### config.mk
export PLATFORM = sky130hd
export DESIGN_NAME = timed_command_queue_unit
export DESIGN_NICKNAME = d
export VERILOG_FILES = /design/src/hw/rtl/tcq_pkg.sv /design/src/hw/rtl/tcq_ctrl.sv /design/src/hw/rtl/tcq_datapath.sv /design/src/hw/rtl/timed_command_queue_unit.sv
export SDC_FILE = /design/constraint.sdc
export NUM_CORES = 2
export LEC_CHECK = 0
export ABC_CLOCK_PERIOD_IN_PS = 22100
export BUFFER_PORTS_ARGS = -buffer_cell sky130_fd_sc_hd__buf_2
export CORE_MARGIN = 2
export CORE_UTILIZATION = 45
export DETAILED_ROUTE_END_ITERATION = 16
export SLEW_MARGIN = 20
export SYNTH_ARGS = -nofsm -noshare
export SYNTH_HDL_FRONTEND = slang
export SYNTH_HIERARCHICAL = 1
export SYNTH_SLANG_ARGS = --single-unit
export TNS_END_PERCENT = 50
### constraint.sdc
create_clock -name clk -period 22.1 [get_ports clk]
set_input_delay 0 -clock clk [delete_from_list [all_inputs] [get_ports clk]]
set_output_delay 0 -clock clk [all_outputs]
set_load 0.02 [all_outputs]
### src/hw/rtl/tcq_pkg.sv
package tcq_pkg;

    localparam int DEF_QUEUE_DEPTH       = 16;
    localparam int DEF_MAX_PAYLOAD_BYTES = 8;
    localparam int RESULT_LIMIT          = 16;
    localparam int CNT_W                 = $clog2(RESULT_LIMIT);

    localparam logic OP_ADD  = 1'b0;
    localparam logic OP_TICK = 1'b1;

    localparam logic KIND_STATUS  = 1'b0;
    localparam logic KIND_RELEASE = 1'b1;

    localparam logic [1:0] ST_ACCEPTED = 2'd0;
    localparam logic [1:0] ST_PAST     = 2'd1;
    localparam logic [1:0] ST_FULL     = 2'd2;
    localparam logic [1:0] ST_TOO_LONG = 2'd3;

    typedef struct packed {
        logic [31:0] due;
        logic [15:0] address;
        logic [63:0] payload;
        logic [3:0]  length;
        logic [31:0] sequence_num;
    } entry_t;

    typedef enum logic [2:0] {
        S_IDLE,
        S_SCAN,
        S_ADD_FIN,
        S_PICK,
        S_LOAD,
        S_LAST
    } state_t;

    typedef struct packed {
        logic capture;
        logic start_scan;
        logic emit_add;
        logic fetch;
        logic load;
        logic emit_last;
    } cmd_t;

    typedef struct packed {
        logic is_tick;
        logic scan_done;
        logic best_found;
        logic pend_valid;
        logic limit_hit;
        logic out_free;
    } sts_t;

    function automatic logic [63:0] byte_mask(input logic [3:0] len);
        logic [63:0] m;
        m = '0;
        for (int b = 0; b < 8; b++) begin
            if (4'(b) < len) begin
                m[b*8 +: 8] = 8'hFF;
            end
        end
        return m;
    endfunction

endpackage

### src/hw/rtl/tcq_ctrl.sv
module tcq_ctrl (
    input  logic            clk,
    input  logic            rst_n,
    input  logic            in_valid,
    output logic            in_ready,
    input  tcq_pkg::sts_t   sts,
    output tcq_pkg::cmd_t   cmd
);
    import tcq_pkg::*;

    state_t state_reg, state_next;

    always_ff @(posedge clk or negedge rst_n)
    begin
        if (!rst_n)
        begin
            state_reg <= S_IDLE;
        end
        else
        begin
            state_reg <= state_next;
        end
    end

    always_comb
    begin
        state_next = state_reg;
        case (state_reg)
            S_IDLE:
            begin
                if (in_valid)
                begin
                    state_next = S_SCAN;
                end
            end
            S_SCAN:
            begin
                if (sts.scan_done)
                begin
                    state_next = sts.is_tick ? S_PICK : S_ADD_FIN;
                end
            end
            S_ADD_FIN:
            begin
                if (sts.out_free)
                begin
                    state_next = S_IDLE;
                end
            end
            S_PICK:
            begin
                if (sts.best_found)
                begin
                    state_next = S_LOAD;
                end
                else if (sts.pend_valid)
                begin
                    state_next = S_LAST;
                end
                else
                begin
                    state_next = S_IDLE;
                end
            end
            S_LOAD:
            begin
                if (!sts.pend_valid || sts.out_free)
                begin
                    state_next = sts.limit_hit ? S_LAST : S_SCAN;
                end
            end
            S_LAST:
            begin
                if (sts.out_free)
                begin
                    state_next = S_IDLE;
                end
            end
            default:
            begin
                state_next = S_IDLE;
            end
        endcase
    end

    always_comb
    begin
        cmd      = '0;
        in_ready = 1'b0;
        case (state_reg)
            S_IDLE:
            begin
                in_ready       = 1'b1;
                cmd.capture    = in_valid;
                cmd.start_scan = in_valid;
            end
            S_ADD_FIN:
            begin
                cmd.emit_add = sts.out_free;
            end
            S_PICK:
            begin
                cmd.fetch = sts.best_found;
            end
            S_LOAD:
            begin
                if (!sts.pend_valid || sts.out_free)
                begin
                    cmd.load       = 1'b1;
                    cmd.start_scan = !sts.limit_hit;
                end
            end
            S_LAST:
            begin
                cmd.emit_last = sts.out_free;
            end
            default:
            begin
                cmd = '0;
            end
        endcase
    end

endmodule

### src/hw/rtl/tcq_datapath.sv
module tcq_datapath #(
    parameter int QUEUE_DEPTH       = tcq_pkg::DEF_QUEUE_DEPTH,
    parameter int MAX_PAYLOAD_BYTES = tcq_pkg::DEF_MAX_PAYLOAD_BYTES
) (
    input  logic            clk,
    input  logic            rst_n,
    input  tcq_pkg::cmd_t   cmd,
    output tcq_pkg::sts_t   sts,
    input  logic            opcode,
    input  logic [31:0]     now_seconds,
    input  logic [31:0]     due_seconds,
    input  logic [15:0]     dest_address,
    input  logic [63:0]     payload,
    input  logic [3:0]      payload_length,
    output logic            out_valid,
    input  logic            out_ready,
    output logic            result_kind,
    output logic [1:0]      add_status,
    output logic [15:0]     out_address,
    output logic [63:0]     out_payload,
    output logic [3:0]      out_length,
    output logic            last_released
);
    import tcq_pkg::*;

    localparam int IW = (QUEUE_DEPTH > 1) ? $clog2(QUEUE_DEPTH) : 1;
    localparam logic [IW-1:0] LAST_IDX = IW'(QUEUE_DEPTH - 1);

    entry_t mem [QUEUE_DEPTH];
    entry_t rd_reg;
    logic [IW-1:0] raddr;

    logic [QUEUE_DEPTH-1:0] valid_reg;
    logic [31:0] next_seq_reg;

    // captured word
    logic        op_reg;
    logic [31:0] now_reg, due_reg;
    logic [15:0] addr_reg;
    logic [63:0] pay_reg;
    logic [3:0]  len_reg;

    // scan pipeline
    logic          active_reg;
    logic [IW-1:0] idx_reg, pidx_reg;
    logic          pv_reg;

    logic          best_found_reg, free_found_reg;
    logic [IW-1:0] best_idx_reg, slot_reg;
    logic [31:0]   best_due_reg, best_age_reg;

    entry_t            pend_reg;
    logic              pend_valid_reg;
    logic [CNT_W-1:0]  cnt_reg;

    logic        out_valid_reg, kind_reg, last_reg;
    logic [1:0]  status_reg;
    logic [15:0] oaddr_reg;
    logic [63:0] opay_reg;
    logic [3:0]  olen_reg;

    logic        out_free;
    logic [31:0] age;
    logic        cand, better;
    logic [1:0]  add_code;
    entry_t      new_entry;

    assign out_free = !out_valid_reg || out_ready;
    assign raddr    = cmd.fetch ? best_idx_reg : idx_reg;
    assign age      = next_seq_reg - rd_reg.sequence_num;
    assign cand     = pv_reg && valid_reg[pidx_reg] && (rd_reg.due <= now_reg);
    assign better   = !best_found_reg || (rd_reg.due < best_due_reg) ||
                      ((rd_reg.due == best_due_reg) && (age > best_age_reg));

    always_comb
    begin
        if (due_reg <= now_reg)
        begin
            add_code = ST_PAST;
        end
        else if (!free_found_reg)
        begin
            add_code = ST_FULL;
        end
        else if (len_reg > 4'(MAX_PAYLOAD_BYTES))
        begin
            add_code = ST_TOO_LONG;
        end
        else
        begin
            add_code = ST_ACCEPTED;
        end
    end

    always_comb
    begin
        new_entry.due          = due_reg;
        new_entry.address      = addr_reg;
        new_entry.payload      = pay_reg & byte_mask(len_reg);
        new_entry.length       = len_reg;
        new_entry.sequence_num = next_seq_reg;
    end

    // read data holds the fetched entry until it is loaded
    always_ff @(posedge clk)
    begin
        if (active_reg || cmd.fetch)
        begin
            rd_reg <= mem[raddr];
        end
        if (cmd.emit_add && add_code == ST_ACCEPTED)
        begin
            mem[slot_reg] <= new_entry;
        end
    end

    always_ff @(posedge clk)
    begin
        if (cmd.capture)
        begin
            op_reg   <= opcode;
            now_reg  <= now_seconds;
            due_reg  <= due_seconds;
            addr_reg <= dest_address;
            pay_reg  <= payload;
            len_reg  <= payload_length;
        end
        if (cand && better)
        begin
            best_idx_reg <= pidx_reg;
            best_due_reg <= rd_reg.due;
            best_age_reg <= age;
        end
        if (pv_reg && !valid_reg[pidx_reg] && !free_found_reg)
        begin
            slot_reg <= pidx_reg;
        end
        if (cmd.load)
        begin
            pend_reg <= rd_reg;
        end
        if (cmd.emit_add)
        begin
            kind_reg   <= KIND_STATUS;
            status_reg <= add_code;
            oaddr_reg  <= '0;
            opay_reg   <= '0;
            olen_reg   <= '0;
            last_reg   <= 1'b0;
        end
        else if ((cmd.load && pend_valid_reg) || cmd.emit_last)
        begin
            kind_reg   <= KIND_RELEASE;
            status_reg <= ST_ACCEPTED;
            oaddr_reg  <= pend_reg.address;
            opay_reg   <= pend_reg.payload;
            olen_reg   <= pend_reg.length;
            last_reg   <= cmd.emit_last;
        end
    end

    always_ff @(posedge clk or negedge rst_n)
    begin
        if (!rst_n)
        begin
            valid_reg      <= '0;
            next_seq_reg   <= '0;
            active_reg     <= 1'b0;
            idx_reg        <= '0;
            pidx_reg       <= '0;
            pv_reg         <= 1'b0;
            best_found_reg <= 1'b0;
            free_found_reg <= 1'b0;
            pend_valid_reg <= 1'b0;
            cnt_reg        <= '0;
            out_valid_reg  <= 1'b0;
        end
        else
        begin
            if (cmd.start_scan)
            begin
                idx_reg        <= '0;
                active_reg     <= 1'b1;
                pv_reg         <= 1'b0;
                best_found_reg <= 1'b0;
                free_found_reg <= 1'b0;
            end
            else
            begin
                pv_reg <= active_reg;
                if (active_reg)
                begin
                    pidx_reg <= idx_reg;
                    idx_reg  <= idx_reg + 1'b1;
                    if (idx_reg == LAST_IDX)
                    begin
                        active_reg <= 1'b0;
                    end
                end
                if (cand)
                begin
                    best_found_reg <= 1'b1;
                end
                if (pv_reg && !valid_reg[pidx_reg])
                begin
                    free_found_reg <= 1'b1;
                end
            end

            if (cmd.capture)
            begin
                cnt_reg <= '0;
            end
            else if (cmd.load)
            begin
                cnt_reg <= cnt_reg + 1'b1;
            end

            if (cmd.emit_add && add_code == ST_ACCEPTED)
            begin
                valid_reg[slot_reg] <= 1'b1;
                next_seq_reg        <= next_seq_reg + 32'd1;
            end
            if (cmd.fetch)
            begin
                valid_reg[best_idx_reg] <= 1'b0;
            end

            if (cmd.load)
            begin
                pend_valid_reg <= 1'b1;
            end
            else if (cmd.emit_last)
            begin
                pend_valid_reg <= 1'b0;
            end

            if (cmd.emit_add || cmd.emit_last || (cmd.load && pend_valid_reg))
            begin
                out_valid_reg <= 1'b1;
            end
            else if (out_ready)
            begin
                out_valid_reg <= 1'b0;
            end
        end
    end

    always_comb
    begin
        sts.is_tick    = (op_reg == OP_TICK);
        sts.scan_done  = pv_reg && (pidx_reg == LAST_IDX);
        sts.best_found = best_found_reg;
        sts.pend_valid = pend_valid_reg;
        sts.limit_hit  = (cnt_reg == CNT_W'(RESULT_LIMIT - 1));
        sts.out_free   = out_free;
    end

    assign out_valid     = out_valid_reg;
    assign result_kind   = kind_reg;
    assign add_status    = status_reg;
    assign out_address   = oaddr_reg;
    assign out_payload   = opay_reg;
    assign out_length    = olen_reg;
    assign last_released = last_reg;

endmodule

### src/hw/rtl/timed_command_queue_unit.sv
// Timed command queue: stores scheduled commands and releases them when due.
// Input channel (in_valid/in_ready) takes one word: opcode 0 adds a command
// (due time, group address, payload, length), opcode 1 is a tick carrying the
// current time. Output channel (out_valid/out_ready) returns result words.
// An add returns exactly one status word. A tick returns the due commands,
// earliest due time first, ties in insertion order, at most 16 per tick,
// the final one flagged by last_released; a tick with nothing due returns none.
// One word is worked on at a time; in_ready is high only when idle.
// Each store pass reads one entry per cycle from a single-port entry memory.
// Results wait in an output register; when the receiver stalls, the next
// release is held and the scan pauses until the register frees up.
// Reset empties the queue (valid bits cleared) and restarts the insertion
// counter; no clearing pass is needed, the block is ready right after reset.
module timed_command_queue_unit #(
    parameter int QUEUE_DEPTH       = tcq_pkg::DEF_QUEUE_DEPTH,
    parameter int MAX_PAYLOAD_BYTES = tcq_pkg::DEF_MAX_PAYLOAD_BYTES
) (
    input  logic        clk,
    input  logic        rst_n,
    input  logic        in_valid,
    output logic        in_ready,
    input  logic        opcode,
    input  logic [31:0] now_seconds,
    input  logic [31:0] due_seconds,
    input  logic [15:0] dest_address,
    input  logic [63:0] payload,
    input  logic [3:0]  payload_length,
    output logic        out_valid,
    input  logic        out_ready,
    output logic        result_kind,
    output logic [1:0]  add_status,
    output logic [15:0] out_address,
    output logic [63:0] out_payload,
    output logic [3:0]  out_length,
    output logic        last_released
);
    import tcq_pkg::*;

    cmd_t cmd;
    sts_t sts;

    tcq_ctrl u_ctrl (
        .clk      (clk),
        .rst_n    (rst_n),
        .in_valid (in_valid),
        .in_ready (in_ready),
        .sts      (sts),
        .cmd      (cmd)
    );

    tcq_datapath #(
        .QUEUE_DEPTH       (QUEUE_DEPTH),
        .MAX_PAYLOAD_BYTES (MAX_PAYLOAD_BYTES)
    ) u_datapath (
        .clk            (clk),
        .rst_n          (rst_n),
        .cmd            (cmd),
        .sts            (sts),
        .opcode         (opcode),
        .now_seconds    (now_seconds),
        .due_seconds    (due_seconds),
        .dest_address   (dest_address),
        .payload        (payload),
        .payload_length (payload_length),
        .out_valid      (out_valid),
        .out_ready      (out_ready),
        .result_kind    (result_kind),
        .add_status     (add_status),
        .out_address    (out_address),
        .out_payload    (out_payload),
        .out_length     (out_length),
        .last_released  (last_released)
    );

endmodule
* After elaboration in Yosys (flattened, before gate mapping)
Memory sizes are Yosys's and may differ from the RTL's. A register that Yosys moved wholly into a read port is not among the register bits. Cells that the tools add are included. Widths: inputs -> output; s select.
Word-level totals: bits in writable memories 2368, output and inout bits 90, register bits 462, memories kept 1
Memories:
- u_datapath.mem | depth 16, width 148, rd ports 1, clocked after memory_dff 1, write ports 1, RTL line tcq_datapath.sv:29 | entry_t mem [QUEUE_DEPTH];
Cells by class: multiplexer cells 58, reductions and logical operators 37, magnitude comparators 18, equality and inequality tests 13, add/subtract/negate cells 4, bitwise gates (word level) 5
Operator list (number):
- $and 64x64->64 | 1
- $le 32x32->1 | 2
- $mux 8 | 8
- $add 32x1->32 const B | 1
- $eq 32x32->1 | 1
- $gt 32x32->1 | 1
- $lt 32x32->1 | 1
- $mux 16 | 2
- $sub 32x32->32 | 1
- $mux 1 | 26
- $mux 3 | 7
- $mux 4 | 5
- $and 16x16->16 | 1
- $lt 3x4->1 const A | 4
- $not 16->16 | 1
- $or 16x16->16 | 1
- $lt 4x5->1 const B | 3
- $pmux 3 s5 | 1
- $reduce_bool 2->1 | 7
- $eq 4x4->1 const B | 3
- $logic_and 1x1->1 | 11
- $mux 2 | 5
- $add 4x1->4 const B | 2
- $demux 1 s4 | 2
- 19 further kinds | 38

* Logic depth before layout (Yosys ltp)
depth after elaboration 9, depth in mapped cells 23, gate-level depth less buffers 23

* Modules after synthesis
The synthesis kept the hierarchy.
Modules (own cells, without submodules):
- tcq_datapath | cells an instance 8755, instances 1, seq. area each 88144.5 um^2, area each 117333.8 um^2
- tcq_ctrl | cells an instance 40, instances 1, seq. area each 75.1 um^2, area each 325.3 um^2

* Least setup slack after synthesis
No wires, ideal clock.
path kind register to register, from register u_datapath.due_reg[31], to register u_datapath.valid_reg[1], arrival 11141 ps, path slack 10864 ps, clock period less this slack 11236 ps, cell stages (with the launch flop) 12, library setup time 95 ps, path through edfxtp_1 ha_1 and4_1 nand2_1 or2_4 o21ai_2 a21oi_1 or3_4 and2_4 buf_6 nor4_2 o32a_1
Between the ends: word-level cells in the longest chain between the ends 7
Ends and longest elaborated chain:
- start, declared | RTL line tcq_datapath.sv:38 | logic [31:0] now_reg, due_reg;
- start signal, assigned | RTL line tcq_datapath.sv:123 | due_reg <= due_seconds;
- $le 32x32->1 * | RTL line tcq_datapath.sv:77 | if (due_reg <= now_reg)
- $mux 2 * | RTL line tcq_datapath.sv:77
- $logic_not 2->1 * | RTL line tcq_datapath.sv:219 | if (cmd.emit_add && add_code == ST_ACCEPTED)
- $logic_and 1x1->1 * | RTL line tcq_datapath.sv:219
- $mux 16 * | RTL line tcq_datapath.sv:219
- $and 16x16->16 (no line)
- $mux 16 * | RTL line tcq_datapath.sv:224 | if (cmd.fetch)
- end signal, assigned | RTL line tcq_datapath.sv:166 | valid_reg <= '0;
- end signal, assigned by index | RTL line tcq_datapath.sv:221 | valid_reg[slot_reg] <= 1'b1;
- end signal, assigned by index | RTL line tcq_datapath.sv:226 | valid_reg[best_idx_reg] <= 1'b0;
- end, declared | RTL line tcq_datapath.sv:33 | logic [QUEUE_DEPTH-1:0] valid_reg;
Mark *: on every way between the ends. The rest lies on a longest branch, timed or not. A chain may end at the register's enable or synchronous reset.

* Final worst setup path
from register u_datapath.due_reg[31], to memory u_datapath/mem[9][13] (netlist name) (enable)
Between the ends: word-level cells in the longest chain between the ends 6
Ends and longest elaborated chain:
- $le 32x32->1 | RTL line tcq_datapath.sv:77
- $mux 2 | RTL line tcq_datapath.sv:77
- $logic_not 2->1 | RTL line tcq_datapath.sv:111 | if (cmd.emit_add && add_code == ST_ACCEPTED)
- $logic_and 1x1->1 | RTL line tcq_datapath.sv:111
- $mux 1 | RTL line tcq_datapath.sv:111
- $mux 1 (not written as such) | RTL line tcq_datapath.sv:113 | mem[slot_reg] <= new_entry;
- end, declared | RTL line tcq_datapath.sv:29
No other way between the ends.

==> flow_summary.json <==
{
  "final_hold_viol_count": 0,
  "ios": 243,
  "holdCritPathClass": "primary input to flop",
  "ctsResizeCount": 0,
  "die_h_um": 515.3,
  "tns_ps": 0,
  "criticalPathCategory": "flop to flop",
  "ys_ff_latch": 2978,
  "synth_edf_count": 2823,
  "synth-xor-area-share_pct": 0.4839,
  "syn_avg_cell_area_sq_um": 13.38,
  "cp-end-kind": "flop",
  "dpl.hpwl_um": 161800,
  "syn_nets": 9111,
  "drcViolationCount": 0,
  "syn-cell-area_sq_mm": 0.1177,
  "wirelength_um": 322700,
  "yosysTopAreaCellShare_pct": 72.05,
  "cap_viol_max_count": 0,
  "synth_area_leaders": "edfxtp_1 72%, nand2_1 8.1%, nand3_1 4.8%, a311oi_1 2.2%, ha_1 1.7%",
  "tritoncts": "yes",
  "grt_pass1_wl_um": 474400,
  "coreArea_sq_mm": 0.2597,
  "synthMuxAreaShare_pct": 0.5966,
  "h-tree-depth": 5,
  "gp_congestion": 0.8520,
  "clk_latency_ps": 960,
  "ir_drop_v": 0.0001076,
  "skew_ps": 47.89,
  "post-route-util_pct": 52.07,
  "rows": 187,
  "antenna_found_initial": 5,
  "path_max_fanout": 41,
  "ys_warn_count": 6,
  "drv_slew": 0,
  "via_count": 74220,
  "dieArea_sq_mm": 0.2656,
  "clk_pin_slew_ps": 60,
  "tightest_slew_ps": 1196,
  "grt_max_degree": 182,
  "power_density_mw_per_mm2": 114.4,
  "relSlewSlack_pct": 20.25,
  "syn_to_final_growth_pct": 14.93,
  "clockBufferDepth": 4,
  "drive_gt1_share_pct": 9.344,
  "critPathLaunchType": "flop",
  "leakagePower_uw": 0.04853,
  "cts_buffers": 315,
  "overflow": 0,
  "clkSinkCount": 2978,
  "synth_top_area_cell": "edfxtp_1",
  "worst_ep_required_time_ps": 22650,
  "cts_root_buf": "clkbuf_16",
  "synth-main-ff-cell": "edfxtp_1",
  "max_freq_mhz": 163.8,
  "post_drt_wl_per_cell_um": 25.03,
  "yosys.cell_count.top_type": "edfxtp_1",
  "synth_seq_area_share_pct": 74.98,
  "status": "complete, no violations",
  "synthSimpleGateAreaFrac_pct": 15.28,
  "ys_top_cells_by_count": "2823 x edfxtp_1, 2539 x nand2_1, 1137 x nand3_1",
  "period_needed_ps": 6104,
  "cp.arrival_ps": 6660,
  "synth_compound_area_share_pct": 4.716,
  "first_global_vias": 71560,
  "firstDrtPassIters": 5,
  "setup_viol": 0,
  "grt_usage_pct": 23.92,
  "nNetsFinal": 9571,
  "synth_adder_area_share_pct": 1.740,
  "port_buffers": 242,
  "synth_top_family_by_area": "simple AND/OR/NAND/NOR gates",
  "finalCritPeriodShare_pct": 27.62,
  "vias_per_cell": 5.757,
  "drt-initial-drc-count": 7652,
  "synthCells": 8795,
  "rsz0062_at_grt": "false",
  "largest_register_ffs": 2368,
  "ys_async_sr_fraction_pct": 2.317,
  "initial_core_util_pct": 45.30,
  "ant_nets": 0,
  "synthDistinctLibCells": 79,
  "die_x_um": 515.3
}
## cells in the final DEF (no fill, tap or decap), drive strengths merged, types with 144 or more instances in the layout
| cell | count |
|---|---|
| a311oi | 290 |
| nand3 | 1137 |
| buf | 371 |
| a31oi | 156 |
| a21oi | 150 |
| clkbuf | 409 |
| nand2 | 2539 |
| dlygate4sd3 | 304 |
| ha | 162 |
| and3 | 167 |
| inv | 144 |
| edfxtp | 2823 |
## per-layer routing
layer,track usage (%),part of all wire (%),up-vias
met3,3.210,7.1,478
met2,39.10,48,2943
li1,-,-,33180
met1,33.83,42,37610
met5,0,0.0034,-
met4,6.255,2.4,2
## path summary, 6_finish.rpt
| check | end | slack [ps] | start | cells past startpoint |
|---|---|---|---|---|
| setup / recovery | u_datapath/mem[9][13] | 16000 | u_datapath/due_reg[31] | 12 |
| hold / removal | u_datapath/out_valid | 230 | out_ready | 4 |
| setup reg to reg | u_datapath/mem[9][13] | 16000 | u_datapath/due_reg[31] | 12 |
| hold reg to reg | u_datapath/pend_reg[41] | 400 | u_datapath/rd_reg[41] | 0 |
| max in group asynchronous | u_datapath/next_seq_reg[31] | 20500 | rst_n | 4 |
| min in group asynchronous | u_datapath/active_reg | 390 | rst_n | 4 |
## cell type report
| class | instances | area [sq um] |
|---|---|---|
| Fill cell | 21650 | 124500 |
| Antenna cell | 7 | 17.52 |
| Inverter | 141 | 529.3 |
| Clock inverter | 135 | 1051 |
| Multi-Input combinational cell | 5144 | 27170 |
| Tap cell | 3402 | 4257 |
| Clock buffer | 409 | 8474 |
| Timing Repair Buffer | 675 | 5504 |
| Sequential cell | 2978 | 88220 |
## what timing repair did
action,in CTS,in global routing
hold endpoints to repair,273,0
buffers inserted,0,0
hold buffers,304,0
## per-stage QoR
stage	hold slack [ps]	setup WS, ps	total power, uW	area [sq um]	instances
finish	233.5	16000	15470	135200	12890
global route	247.2	15750	16150	135200	12890
CTS	168.7	15970	15550	135200	12880
detailed placement	-85.12	15990	10560	122600	12040
global placement	-85.98	16010	10520	122600	12040
floorplan	-295.6	10860	9264	117700	8795
## where the power goes
part / internal (uW) / switching, uW
Combinational: 1150 / 2800
Clock: 2880 / 2090
Sequential: 6430 / 137
## critical path, cell delays in order (launching register included)
cell and delay, ps:
edfxtp_1 640, ha_1 410, and4_1 250, nand2_1 70, or2_4 270, o21ai_2 120
a21oi_1 110, or3_4 490, and2_4 360, nor3_4 950, buf_4 530, buf_4 590
buf_4 780
## kinds of logic after synthesis
group           after synthesis
simple gates               4112
flops                      2978
fa+ha+maj                   163
buf+inv                     673
xor+xnor                     65
compound gates              766
mux                          38
Power figures use the tool's default switching activity.
